$ cat src/rtl/core/rvalu_pkg.sv
// ----------------------------------------------------------------------------
// RV32I register ALU package
// Shared types and constants for the register-register execute unit.
// ----------------------------------------------------------------------------
package rvalu_pkg;

    localparam int XLEN     = 32;
    localparam int NUM_REGS = 32;
    localparam int REG_AW   = 5;
    localparam int SHAMT_W  = 5;

    localparam logic [2:0] F3_ADD_SUB = 3'd0;
    localparam logic [2:0] F3_SLL     = 3'd1;
    localparam logic [2:0] F3_SLT     = 3'd2;
    localparam logic [2:0] F3_SLTU    = 3'd3;
    localparam logic [2:0] F3_XOR     = 3'd4;
    localparam logic [2:0] F3_SRL_SRA = 3'd5;
    localparam logic [2:0] F3_OR      = 3'd6;
    localparam logic [2:0] F3_AND     = 3'd7;

    localparam logic [6:0] F7_BASE = 7'h00;
    localparam logic [6:0] F7_ALT  = 7'h20;

    typedef enum logic [3:0] {
        OP_ADD  = 4'd0,
        OP_SUB  = 4'd1,
        OP_SLL  = 4'd2,
        OP_SLT  = 4'd3,
        OP_SLTU = 4'd4,
        OP_XOR  = 4'd5,
        OP_SRL  = 4'd6,
        OP_SRA  = 4'd7,
        OP_OR   = 4'd8,
        OP_AND  = 4'd9,
        OP_BAD  = 4'd10
    } t_op;

    typedef struct packed {
        t_op               op;
        logic [REG_AW-1:0] rd;
        logic [REG_AW-1:0] rs1;
        logic [REG_AW-1:0] rs2;
        logic              wr;
    } t_uop;

endpackage

$ cat src/rtl/core/rvalu_ram.sv
// ----------------------------------------------------------------------------
// Generic RAM
// One write port, one read port with registered read data.
// ----------------------------------------------------------------------------
module rvalu_ram #(
    parameter int WIDTH = 32,
    parameter int DEPTH = 32
) (
    input  logic                     i_clk,
    input  logic                     i_we,
    input  logic [$clog2(DEPTH)-1:0] i_waddr,
    input  logic [WIDTH-1:0]         i_wdata,
    input  logic                     i_re,
    input  logic [$clog2(DEPTH)-1:0] i_raddr,
    output logic [WIDTH-1:0]         o_rdata
);

    logic [WIDTH-1:0] r_mem [DEPTH];
    logic [WIDTH-1:0] r_rdata;

    always_ff @(posedge i_clk) begin
        if (i_we) begin
            r_mem[i_waddr] <= i_wdata;
        end
        if (i_re) begin
            r_rdata <= r_mem[i_raddr];
        end
    end

    assign o_rdata = r_rdata;

endmodule

$ cat src/rtl/core/rvalu_front.sv
// ----------------------------------------------------------------------------
// RV32I register ALU front end
// Splits the instruction word and classifies the operation and write enable.
// ----------------------------------------------------------------------------
module rvalu_front (
    input  logic [31:0]       i_instruction,
    output rvalu_pkg::t_uop   o_uop
);

    logic [2:0] f3;
    logic [6:0] f7;
    rvalu_pkg::t_op op;

    assign f3 = i_instruction[14:12];
    assign f7 = i_instruction[31:25];

    always_comb begin
        op = rvalu_pkg::OP_BAD;
        unique case (f3)
            rvalu_pkg::F3_ADD_SUB: begin
                if (f7 == rvalu_pkg::F7_BASE) begin
                    op = rvalu_pkg::OP_ADD;
                end else if (f7 == rvalu_pkg::F7_ALT) begin
                    op = rvalu_pkg::OP_SUB;
                end
            end
            rvalu_pkg::F3_SLL:  op = rvalu_pkg::OP_SLL;
            rvalu_pkg::F3_SLT:  op = rvalu_pkg::OP_SLT;
            rvalu_pkg::F3_SLTU: op = rvalu_pkg::OP_SLTU;
            rvalu_pkg::F3_XOR:  op = rvalu_pkg::OP_XOR;
            rvalu_pkg::F3_SRL_SRA: begin
                if (f7 == rvalu_pkg::F7_BASE) begin
                    op = rvalu_pkg::OP_SRL;
                end else if (f7 == rvalu_pkg::F7_ALT) begin
                    op = rvalu_pkg::OP_SRA;
                end
            end
            rvalu_pkg::F3_OR:   op = rvalu_pkg::OP_OR;
            rvalu_pkg::F3_AND:  op = rvalu_pkg::OP_AND;
            default:            op = rvalu_pkg::OP_BAD;
        endcase
    end

    assign o_uop.op  = op;
    assign o_uop.rd  = i_instruction[11:7];
    assign o_uop.rs1 = i_instruction[19:15];
    assign o_uop.rs2 = i_instruction[24:20];
    assign o_uop.wr  = (op != rvalu_pkg::OP_BAD) && (i_instruction[11:7] != '0);

endmodule

$ cat src/rtl/core/rvalu_queue.sv
// ----------------------------------------------------------------------------
// RV32I register ALU decoded queue
// Small FIFO of decoded operations between the front and back ends.
// ----------------------------------------------------------------------------
module rvalu_queue #(
    parameter int DEPTH = 2
) (
    input  logic            i_clk,
    input  logic            i_rst_n,
    input  logic            i_push,
    input  rvalu_pkg::t_uop i_uop,
    input  logic            i_pop,
    output rvalu_pkg::t_uop o_head,
    output logic            o_empty,
    output logic            o_full
);

    localparam int PTR_W = $clog2(DEPTH);
    localparam int CNT_W = $clog2(DEPTH + 1);

    rvalu_pkg::t_uop r_mem [DEPTH];
    logic [PTR_W-1:0] r_wr_ptr, n_wr_ptr;
    logic [PTR_W-1:0] r_rd_ptr, n_rd_ptr;
    logic [CNT_W-1:0] r_count, n_count;

    always_comb begin
        n_wr_ptr = r_wr_ptr;
        n_rd_ptr = r_rd_ptr;
        n_count  = r_count;
        if (i_push) begin
            n_wr_ptr = (r_wr_ptr == PTR_W'(DEPTH - 1)) ? '0 : r_wr_ptr + 1'b1;
        end
        if (i_pop) begin
            n_rd_ptr = (r_rd_ptr == PTR_W'(DEPTH - 1)) ? '0 : r_rd_ptr + 1'b1;
        end
        if (i_push && !i_pop) begin
            n_count = r_count + 1'b1;
        end else if (i_pop && !i_push) begin
            n_count = r_count - 1'b1;
        end
    end

    always_ff @(posedge i_clk) begin
        if (!i_rst_n) begin
            r_wr_ptr <= '0;
            r_rd_ptr <= '0;
            r_count  <= '0;
        end else begin
            r_wr_ptr <= n_wr_ptr;
            r_rd_ptr <= n_rd_ptr;
            r_count  <= n_count;
        end
    end

    always_ff @(posedge i_clk) begin
        if (i_push) begin
            r_mem[r_wr_ptr] <= i_uop;
        end
    end

    assign o_head  = r_mem[r_rd_ptr];
    assign o_empty = (r_count == '0);
    assign o_full  = (r_count == CNT_W'(DEPTH));

endmodule

$ cat src/rtl/core/rvalu_back.sv
// ----------------------------------------------------------------------------
// RV32I register ALU back end
// Register file read, ALU, write-back with bypass, and result register.
// ----------------------------------------------------------------------------
module rvalu_back (
    input  logic                      i_clk,
    input  logic                      i_rst_n,
    input  logic                      i_q_empty,
    input  rvalu_pkg::t_uop           i_q_head,
    output logic                      o_q_pop,
    output logic                      o_out_valid,
    input  logic                      i_out_stall,
    output logic [3:0]                o_operation,
    output logic [4:0]                o_dest_index,
    output logic signed [31:0]        o_write_value,
    output logic                      o_did_write
);

    localparam int XLEN = rvalu_pkg::XLEN;

    rvalu_pkg::t_uop r_ex;
    logic            r_ex_vld;
    logic            r_a_vld, r_b_vld;
    logic            r_a_fwd, r_b_fwd;
    logic [XLEN-1:0] r_fwd_val;
    logic [rvalu_pkg::NUM_REGS-1:0] r_reg_vld;

    logic            r_out_vld;
    logic [3:0]      r_out_op;
    logic [4:0]      r_out_rd;
    logic [XLEN-1:0] r_out_val;
    logic            r_out_wr;

    logic [XLEN-1:0] ram_a, ram_b;
    logic [XLEN-1:0] opa, opb;
    logic [XLEN-1:0] ex_val;
    logic [rvalu_pkg::SHAMT_W-1:0] sh;
    logic            out_rdy, ex_adv, ex_we, pop;

    assign out_rdy = !r_out_vld || !i_out_stall;
    assign ex_adv  = r_ex_vld && out_rdy;
    assign ex_we   = ex_adv && r_ex.wr;
    assign pop     = !i_q_empty && (!r_ex_vld || ex_adv);

    rvalu_ram #(.WIDTH(XLEN), .DEPTH(rvalu_pkg::NUM_REGS)) u_rf_a (
        .i_clk   (i_clk),
        .i_we    (ex_we),
        .i_waddr (r_ex.rd),
        .i_wdata (ex_val),
        .i_re    (pop),
        .i_raddr (i_q_head.rs1),
        .o_rdata (ram_a)
    );

    rvalu_ram #(.WIDTH(XLEN), .DEPTH(rvalu_pkg::NUM_REGS)) u_rf_b (
        .i_clk   (i_clk),
        .i_we    (ex_we),
        .i_waddr (r_ex.rd),
        .i_wdata (ex_val),
        .i_re    (pop),
        .i_raddr (i_q_head.rs2),
        .o_rdata (ram_b)
    );

    // bypass the write that lands on the same edge as the read
    assign opa = r_a_fwd ? r_fwd_val : (r_a_vld ? ram_a : '0);
    assign opb = r_b_fwd ? r_fwd_val : (r_b_vld ? ram_b : '0);
    assign sh  = opb[rvalu_pkg::SHAMT_W-1:0];

    always_comb begin
        unique case (r_ex.op)
            rvalu_pkg::OP_ADD:  ex_val = opa + opb;
            rvalu_pkg::OP_SUB:  ex_val = opa - opb;
            rvalu_pkg::OP_SLL:  ex_val = opa << sh;
            rvalu_pkg::OP_SLT:  ex_val = XLEN'($signed(opa) < $signed(opb));
            rvalu_pkg::OP_SLTU: ex_val = XLEN'(opa < opb);
            rvalu_pkg::OP_XOR:  ex_val = opa ^ opb;
            rvalu_pkg::OP_SRL:  ex_val = opa >> sh;
            rvalu_pkg::OP_SRA:  ex_val = $unsigned($signed(opa) >>> sh);
            rvalu_pkg::OP_OR:   ex_val = opa | opb;
            rvalu_pkg::OP_AND:  ex_val = opa & opb;
            default:            ex_val = '0;
        endcase
    end

    always_ff @(posedge i_clk) begin
        if (!i_rst_n) begin
            r_ex_vld  <= 1'b0;
            r_out_vld <= 1'b0;
            r_reg_vld <= '0;
        end else begin
            if (pop) begin
                r_ex_vld <= 1'b1;
            end else if (ex_adv) begin
                r_ex_vld <= 1'b0;
            end
            if (ex_adv) begin
                r_out_vld <= 1'b1;
            end else if (!i_out_stall) begin
                r_out_vld <= 1'b0;
            end
            if (ex_we) begin
                r_reg_vld[r_ex.rd] <= 1'b1;
            end
        end
    end

    always_ff @(posedge i_clk) begin
        if (pop) begin
            r_ex      <= i_q_head;
            r_a_vld   <= r_reg_vld[i_q_head.rs1];
            r_b_vld   <= r_reg_vld[i_q_head.rs2];
            r_a_fwd   <= ex_we && (r_ex.rd == i_q_head.rs1);
            r_b_fwd   <= ex_we && (r_ex.rd == i_q_head.rs2);
            r_fwd_val <= ex_val;
        end
        if (ex_adv) begin
            r_out_op  <= r_ex.op;
            r_out_rd  <= r_ex.rd;
            r_out_val <= ex_val;
            r_out_wr  <= r_ex.wr;
        end
    end

    assign o_q_pop       = pop;
    assign o_out_valid   = r_out_vld;
    assign o_operation   = r_out_op;
    assign o_dest_index  = r_out_rd;
    assign o_write_value = $signed(r_out_val);
    assign o_did_write   = r_out_wr;

endmodule

$ cat src/rtl/core/rv32i_register_alu_execute_unit.sv
// ----------------------------------------------------------------------------
// RV32I register-register ALU execute unit
// Path: queue, RF read register, then ALU into the result register.
// Throughput: one instruction per cycle unless stalled; dependent
// instructions issue back to back through the write-back bypass around the RF read register.
// Reset: synchronous; clears queue, pipeline valids and the per-register
// valid bits, so the register file reads as zero at once (no clear pass).
// ----------------------------------------------------------------------------
module rv32i_register_alu_execute_unit #(
    parameter int QUEUE_DEPTH = 2
) (
    input  logic               i_clk,
    input  logic               i_rst_n,
    input  logic               i_in_valid,
    output logic               o_in_stall,
    input  logic [31:0]        i_instruction,
    output logic               o_out_valid,
    input  logic               i_out_stall,
    output logic [3:0]         o_operation,
    output logic [4:0]         o_dest_index,
    output logic signed [31:0] o_write_value,
    output logic               o_did_write
);

    rvalu_pkg::t_uop dec_uop;
    rvalu_pkg::t_uop q_head;
    logic            q_empty, q_full, q_pop, push;

    assign o_in_stall = q_full;
    assign push       = i_in_valid && !q_full;

    rvalu_front u_front (
        .i_instruction (i_instruction),
        .o_uop         (dec_uop)
    );

    rvalu_queue #(.DEPTH(QUEUE_DEPTH)) u_queue (
        .i_clk   (i_clk),
        .i_rst_n (i_rst_n),
        .i_push  (push),
        .i_uop   (dec_uop),
        .i_pop   (q_pop),
        .o_head  (q_head),
        .o_empty (q_empty),
        .o_full  (q_full)
    );

    rvalu_back u_back (
        .i_clk         (i_clk),
        .i_rst_n       (i_rst_n),
        .i_q_empty     (q_empty),
        .i_q_head      (q_head),
        .o_q_pop       (q_pop),
        .o_out_valid   (o_out_valid),
        .i_out_stall   (i_out_stall),
        .o_operation   (o_operation),
        .o_dest_index  (o_dest_index),
        .o_write_value (o_write_value),
        .o_did_write   (o_did_write)
    );

`ifndef SYNTHESIS
    a_no_x0_write: assert property (@(posedge i_clk) disable iff (!i_rst_n)
        o_out_valid && o_did_write |-> o_dest_index != 5'd0)
        else $error("write to x0 reported");

    a_bad_no_write: assert property (@(posedge i_clk) disable iff (!i_rst_n)
        o_out_valid && (o_operation == 4'(rvalu_pkg::OP_BAD))
            |-> !o_did_write && (o_write_value == 32'sd0))
        else $error("unrecognized op wrote a value");

    a_pop_not_empty: assert property (@(posedge i_clk) disable iff (!i_rst_n)
        q_pop |-> !q_empty)
        else $error("pop from empty queue");
`endif

endmodule
$ cat config.mk
export PLATFORM = sky130hd
export DESIGN_NAME = rv32i_register_alu_execute_unit
export DESIGN_NICKNAME = d
export VERILOG_FILES = /design/src/rtl/core/rvalu_pkg.sv /design/src/rtl/core/rvalu_ram.sv /design/src/rtl/core/rvalu_front.sv /design/src/rtl/core/rvalu_queue.sv /design/src/rtl/core/rvalu_back.sv /design/src/rtl/core/rv32i_register_alu_execute_unit.sv
export SDC_FILE = /design/constraint.sdc
export NUM_CORES = 2
export LEC_CHECK = 0
export BUFFER_PORTS_ARGS = -buffer_cell sky130_fd_sc_hd__buf_2
export CAP_MARGIN = 20
export CORE_ASPECT_RATIO = 0.75
export CORE_MARGIN = 2
export CORE_UTILIZATION = 25
export DETAILED_ROUTE_END_ITERATION = 10
export GPL_ROUTABILITY_DRIVEN = 0
export GPL_TIMING_DRIVEN = 0
export MAX_ROUTING_LAYER = met4
export PLACE_DENSITY = 0.38
export SYNTH_ARGS = -nofsm -noshare
export SYNTH_HDL_FRONTEND = slang
export SYNTH_SLANG_ARGS = --single-unit
$ cat constraint.sdc
create_clock -name i_clk -period 10.2 [get_ports i_clk]
set_clock_uncertainty 0.05 [all_clocks]
set_input_delay 3.06 -clock i_clk [delete_from_list [all_inputs] [get_ports i_clk]]
set_output_delay 3.06 -clock i_clk [all_outputs]
set_load 0.005 [all_outputs]
# Word level (Yosys, flattened, before mapping)
# Memory sizes are Yosys's and may differ from the RTL's. A register that Yosys moved wholly into a read port is not among the register bits.
# Index checks and enable logic that the tools add are counted.
[totals]
register_bits = 126
mem_bits_rw = 2088
input_bits = 36
out_inout_bits = 44
wordCells = 118
mem_count = 3
[memory_table]
columns = ["memory", "depth", "word_bits", "read_ports", "rd_clocked_by_memory_dff", "wr", "line_no", "text"]
rows = [
  ["u_back.u_rf_a.r_mem", 32, 32, 1, 1, 1, "rvalu_ram.sv:18", "logic [WIDTH-1:0] r_mem [DEPTH];"],
  ["u_back.u_rf_b.r_mem", 32, 32, 1, 1, 1, "rvalu_ram.sv:18", ""],
  ["u_queue.r_mem", 2, 20, 1, 1, 1, "rvalu_queue.sv:21", "rvalu_pkg::t_uop r_mem [DEPTH];"],
]
[op_classes]
addsub = 6
n_lt_le_gt_ge = 6
n_eq_ne = 22
shift = 3
muxes = 30
bitwise_logic = 4
reduce_logical = 26
[ops]
columns = ["op", "count"]
rows = [
  ["$pmux W32 S10", 1],
  ["$mux W32", 4],
  ["$lt A32 B32 Y1", 2],
  ["$or A32 B32 Y32", 2],
  ["$add A32 B32 Y32", 1],
  ["$and A32 B32 Y32", 1],
  ["$pmux W4 S8", 1],
  ["$shl A32 B5 Y32", 1],
  ["$shr A32 B5 Y32", 1],
  ["$sshr A32 B5 Y32", 1],
  ["$sub A32 B32 Y32", 1],
  ["$xor A32 B32 Y32", 1],
  ["$lt A5 B6 Y1 const B", 3],
  ["$eq A4 B3 Y1 const B", 4],
  ["$mux W4", 4],
  ["$mux W1", 15],
  ["$eq A3 B3 Y1 const B", 4],
  ["$bmux W1 S5", 2],
  ["$eq A5 B5 Y1", 2],
  ["$logic_and A1 B1 Y1", 10],
  ["$eq A4 B2 Y1 const B", 2],
  ["$eq A4 B4 Y1 const B", 2],
  ["$eq A7 B6 Y1 const B", 1],
  ["$logic_not A1 Y1", 7],
  ["other kinds (19)", 24],
]

# Longest topological paths before layout
[logic_depth]
word_depth = 8
mapped_depth = 18
ltp_nobuf = 15

# Hierarchy
# From an unflattened synthesis, not the netlist that was laid out.
[unflattened]
cells_unflattened = 6384
area_unflattened_um2 = 97523.5
[by_module_without_submodules]
columns = ["mod", "n_inst", "cells_per_inst", "area_per_inst_um2"]
rows = [
  ["rvalu_ram", 2, 2260, 40805.4],
  ["rvalu_back", 1, 1744, 13992.2],
  ["rvalu_queue", 1, 84, 1655.3],
  ["rvalu_front", 1, 35, 251.5],
  ["rv32i_register_alu_execute_unit", 1, 1, 13.8],
]

# Worst setup path before layout
# OpenSTA, ideal clock, no wires.
[synth_timing]
path_kind = "input-to-reg"
startpoint = "input i_out_stall"
endpoint = "memory u_back.u_rf_b.r_mem[24][0], enable pin"
arrival_time_ns = 6.180
path_slack_ns = 3.548
path_stages = 6
path_buffers = 0
path_cell_list = "nand2_1 -> and2_1 -> nand2_1 -> nor2_1 -> nand3_1 -> nor2_1"
[synth_via]
elab_chain_len = 6
[synth_lines]
columns = ["item", "line_no", "text"]
rows = [
  ["from (decl)", "rv32i_register_alu_execute_unit.sv:18", "input logic i_out_stall,"],
  ["$logic_not A1 Y1", "rvalu_back.sv:40", "assign out_rdy = !r_out_vld || !i_out_stall;"],
  ["$logic_or A1 B1 Y1", "rvalu_back.sv:40", ""],
  ["$logic_and A1 B1 Y1", "rvalu_back.sv:41", "assign ex_adv = r_ex_vld && out_rdy;"],
  ["net u_back.ex_adv", "rvalu_back.sv:38", "logic out_rdy, ex_adv, ex_we, pop;"],
  ["$logic_and A1 B1 Y1", "rvalu_back.sv:42", "assign ex_we = ex_adv && r_ex.wr;"],
  ["$mux W1", "rvalu_ram.sv:22", "if (i_we) begin"],
  ["$mux W1 (implied by the code)", "rvalu_ram.sv:23", "r_mem[i_waddr] <= i_wdata;"],
  ["to (decl)", "rvalu_ram.sv:18", ""],
]
# The timed path passes the listed nets, and every way through them passes these cells.

# Final worst setup path
[layout_timing]
startpoint = "register u_back.r_b_vld"
endpoint = "memory u_back.u_rf_b.r_mem[29][26] (data pin)"
[layout_via]
elab_chain_len = 4
word_cells_on_any_way = 11
cone_classes = "2 x add/sub; 3 x shift; 3 x mux; 3 x bitwise"
[layout_lines]
columns = ["item", "line_no", "text"]
rows = [
  ["from (decl)", "rvalu_back.sv:23", "logic r_a_vld, r_b_vld;"],
  ["from (signal assigned)", "rvalu_back.sv:112", "r_b_vld <= r_reg_vld[i_q_head.rs2];"],
  ["$mux W32 * (2 in a row)", "rvalu_back.sv:67", "assign opb = r_b_fwd ? r_fwd_val : (r_b_vld ? ram_b : '0);"],
  ["$sub A32 B32 Y32, or another cell as far along", "rvalu_back.sv:73", "rvalu_pkg::OP_SUB: ex_val = opa - opb;"],
  ["$pmux W32 S10 *", "rvalu_back.sv:71", "unique case (r_ex.op)"],
  ["net u_back.ex_val[26]", "rvalu_back.sv:36", "logic [XLEN-1:0] ex_val;"],
]
# Mark *: on every way through the listed nets, which the timed path passes. The rest lies on a longest branch.

==> results.yml <==
outcome:
  status: "completed"
synth:
  synth.distinct_cells: 82
  synth_top_area_cell: "edfxtp_1"
  synth_commonest_cells: "edfxtp_1, nand2_1, mux4_2"
  syn_area_per_cell_sq_um: 14.0
  synthArstFlopShare_pct: 0
  synthTopCellsByArea: "edfxtp_1, mux4_2, nand2_1, nand3_1, mux2i_1"
  yosys_warnings: 0
  netlist_instances: 4619
  synth_area_sq_um: 64800
  yosysMostFrequentCell: "edfxtp_1"
  yosysSeqAreaShare_pct: 57.6
  ys_seq_elements: 1255
  synth.net_count: 4755
  synth-main-ff-cell: "edfxtp_1"
  synth_edf_count: 1216
  synth_top_area_share_pct: 56.3
drt:
  drc: 0
  vias: 45500
  routedWlPerCell_um: 31.4
  ant_nets: 0
  drt_iter0_markers: 6429
  drt-total-wl_mm: 266
  dr.pass1.iters: 9
  vias_per_cell: 5.37
global_routing:
  grt_max_degree: 93
  grt_pass1_vias: 43400
  grt_usage_pct: 20.4
  grt_pass1_wl_mm: 363
  antenna_found_initial: 9
  grt_overflow: 0
min_path:
  whs_path_depth: 0
  hold_class: "register to register"
  min-delay-start: "u_back.r_ex[14]"
  whs_endpoint: "u_back.o_dest_index[3]"
cells_and_area:
  final_nets: 5082
  stdcell_count: 8470
  final_core_util_pct: 29.5
  stdcell_area_sq_um: 75900
  area_growth_pct: 17.1
  drive_gt1_share_pct: 21.7
power:
  p_int_w: 0.0150
  p_sw_w: 0.0129
  pwr-share-seq_pct: 28.9
  pwr-share-comb_pct: 53.7
  power_w: 0.0279
  clock_power_share_pct: 17.4
  powerDensity_nw_per_um2: 367
  switching_share_pct: 46.2
  p_leak_nw: 25.1
  vdd_ir_drop_max_uv: 209
critical_path:
  cp-start-kind: "register"
  endpoint_kind: "register"
  r2r-start: "u_back.r_b_vld"
  cp_cell_sequence: "nor2b_1, buf_2, a22oi_1, clkbuf_1, clkbuf_1, clkbuf_1, ha_1, buf_2, nor3_2, o311ai_2, a211oi_1, o211ai_1, a21oi_1, o311a_1, or3_1, a31o_2"
  path_delay_family: "compound AO/OA/AOI/OAI gates"
  crit_slowest_cell: "a211oi_1"
  cp.arrival_ns: 8.74
  required_ns: 10.55
  r2r_slack_ns: 1.82
  slowest_delay_ns: 0.80
  path_class: "register to register"
  critical_path.most_common_cell: "clkbuf_1"
  r2r_end: "u_back.u_rf_b.r_mem[29][26]"
  critical_path_buf_inv_count: 5
  crit_fanout: 34
  r2r_cells: 16
run:
  maxCapViolations: 0
sta:
  hold_slack_ns: 0.403
  relSlewSlack_pct: 19.2
  setup_violations: 0
  finalHoldViolCount: 0
  worstMarginPinSlew_ns: 1.21
  rsz0062_at_grt: "no"
  fmax_ghz: 0.119
  finalCriticalPeriod_ns: 8.38
  post-route-period-util_pct: 82.2
  slew_violations: 0
floorplanning:
  ios: 80
  fp.dieW_um: 592
  start_util_pct: 25.2
  dieHeight_um: 445
  dieArea_sq_um: 263000
  design.core.area_sq_um: 257000
  rows: 161
place:
  dpl.hpwl_mm: 205
  place_inst: 8221
  place_area_sq_um: 71700
  portBuffers: 71
clocking:
  clk_path_buf_depth: 4
  cts_max_level: 4
  cts.clk_slew.worst_paths_ns: 0.06
  cts_tree: "built"
  cts.sinks: 1255
  cts.root.buffer_cell: "clkbuf_16"
  clock_latency_ns: 0.81
  post_cts_buffers: 0
  numCtsBuffers: 142
  cts_resized: 0
  cts.hold.buffers_added: 0
==> layout make-up <==
type | instances | area [sq um]
plain buffers | 340 | 1390
repair buffers | 183 | 2110
clock buffers | 176 | 3760
well taps | 3423 | 4280
diodes | 6 | 15.0
clock inverters | 63 | 440
flip-flops and latches | 1255 | 37300
multi-input cells | 2920 | 26200
inverters | 104 | 395
fillers | 25800 | 181000
==> per-stage QoR <==
| step | setup TNS, ns | worst slack (ns) |
|---|---|---|
| final | 0 | 1.82 |
| after global routing | 0 | 2.04 |
| after CTS | 0 | 2.35 |
| after detailed placement | 0 | 2.42 |
| after global placement | -593.42 | -1.26 |
| after floorplan | 0 | 3.55 |
==> flip-flops by register name, indices dropped and copies added (netlist names), 2 cells and up, named ones only <==
register	flops
u_back.u_rf_b.r_mem	992
u_back.o_dest_index	5
u_back.o_write_value	32
u_back.o_operation	4
u_back.u_rf_a.o_rdata	32
u_queue.r_count	2
u_back.r_ex	10
u_back.r_fwd_val	32
u_queue.r_mem	40
u_back.u_rf_a.r_mem	32
u_back.r_reg_vld	32
u_back.u_rf_b.o_rdata	32
==> metal layers <==
| layer | track usage [%] | part of all wire, % |
|---|---|---|
| met1 | 32.2 | 50 |
| met5 | - | 0 |
| met3 | 4.32 | 9.1 |
| met2 | 26.2 | 39 |
| met4 | 3.56 | 1.9 |
==> power by group through the flow <==
stage / clock network, W / registers, W / logic [W]
floorplan: 0 / 0.00817 / 0.00773
global placement: 0 / 0.00851 / 0.0137
detailed placement: 0 / 0.00815 / 0.0146
CTS: 0.00497 / 0.00805 / 0.0146
global route: 0.00517 / 0.00809 / 0.0157
finish: 0.00486 / 0.00805 / 0.0150
==> how the worst max path moves through the flow <==
stage                   start                     endpoint  slack [ns]  depth (start not counted)
6_report       u_back.r_b_vld  u_back.u_rf_b.r_mem[29][26]        1.82                         16
5_1_grt        u_back.r_b_vld  u_back.u_rf_b.r_mem[20][29]        2.04                         17
4_1_cts        u_back.r_b_vld  u_back.u_rf_b.r_mem[20][29]        2.35                         17
3_5_place_dp   u_back.r_b_vld  u_back.u_rf_b.r_mem[29][29]        2.42                         17
3_3_place_gp      i_out_stall  u_back.u_rf_b.r_mem[24][17]       -1.26                          7
2_1_floorplan     i_out_stall   u_back.u_rf_b.r_mem[24][0]        3.55                          6
==> cell usage in the layout, fill, tap and decap left out, drive strengths merged, types with 25 or more instances in the layout <==
master | Yosys | routed
ha | 98 | 98
a22o | 60 | 60
clkbuf | 184 | 361
mux2 | 29 | 29
dfxtp | 39 | 39
o21ai | 194 | 194
nand2 | 727 | 727
a211oi | 25 | 25
buf | 156 | 338
mux4 | 529 | 529
o21a | 46 | 46
nor2 | 189 | 189
clkinv | 2 | 51
nand3 | 365 | 365
nor3 | 48 | 48
a21oi | 129 | 129
edfxtp | 1216 | 1216
o211ai | 32 | 32
inv | 102 | 107
mux2i | 138 | 138
==> logic make-up (layout without fill, tap and decap cells) <==
group           Yosys count  count (layout)  synth area share [%]
buf+inv                 444             866                  2.75
flops                  1255            1255                  57.6
other cells               0               6                     0
xor+xnor                 29              29                 0.392
simple gates           1434            1434                  9.59
fa+ha+maj               100             100                  1.95
compound gates          661             661                  6.74
mux                     696             696                  21.0
(Power assumes the default switching activity.)
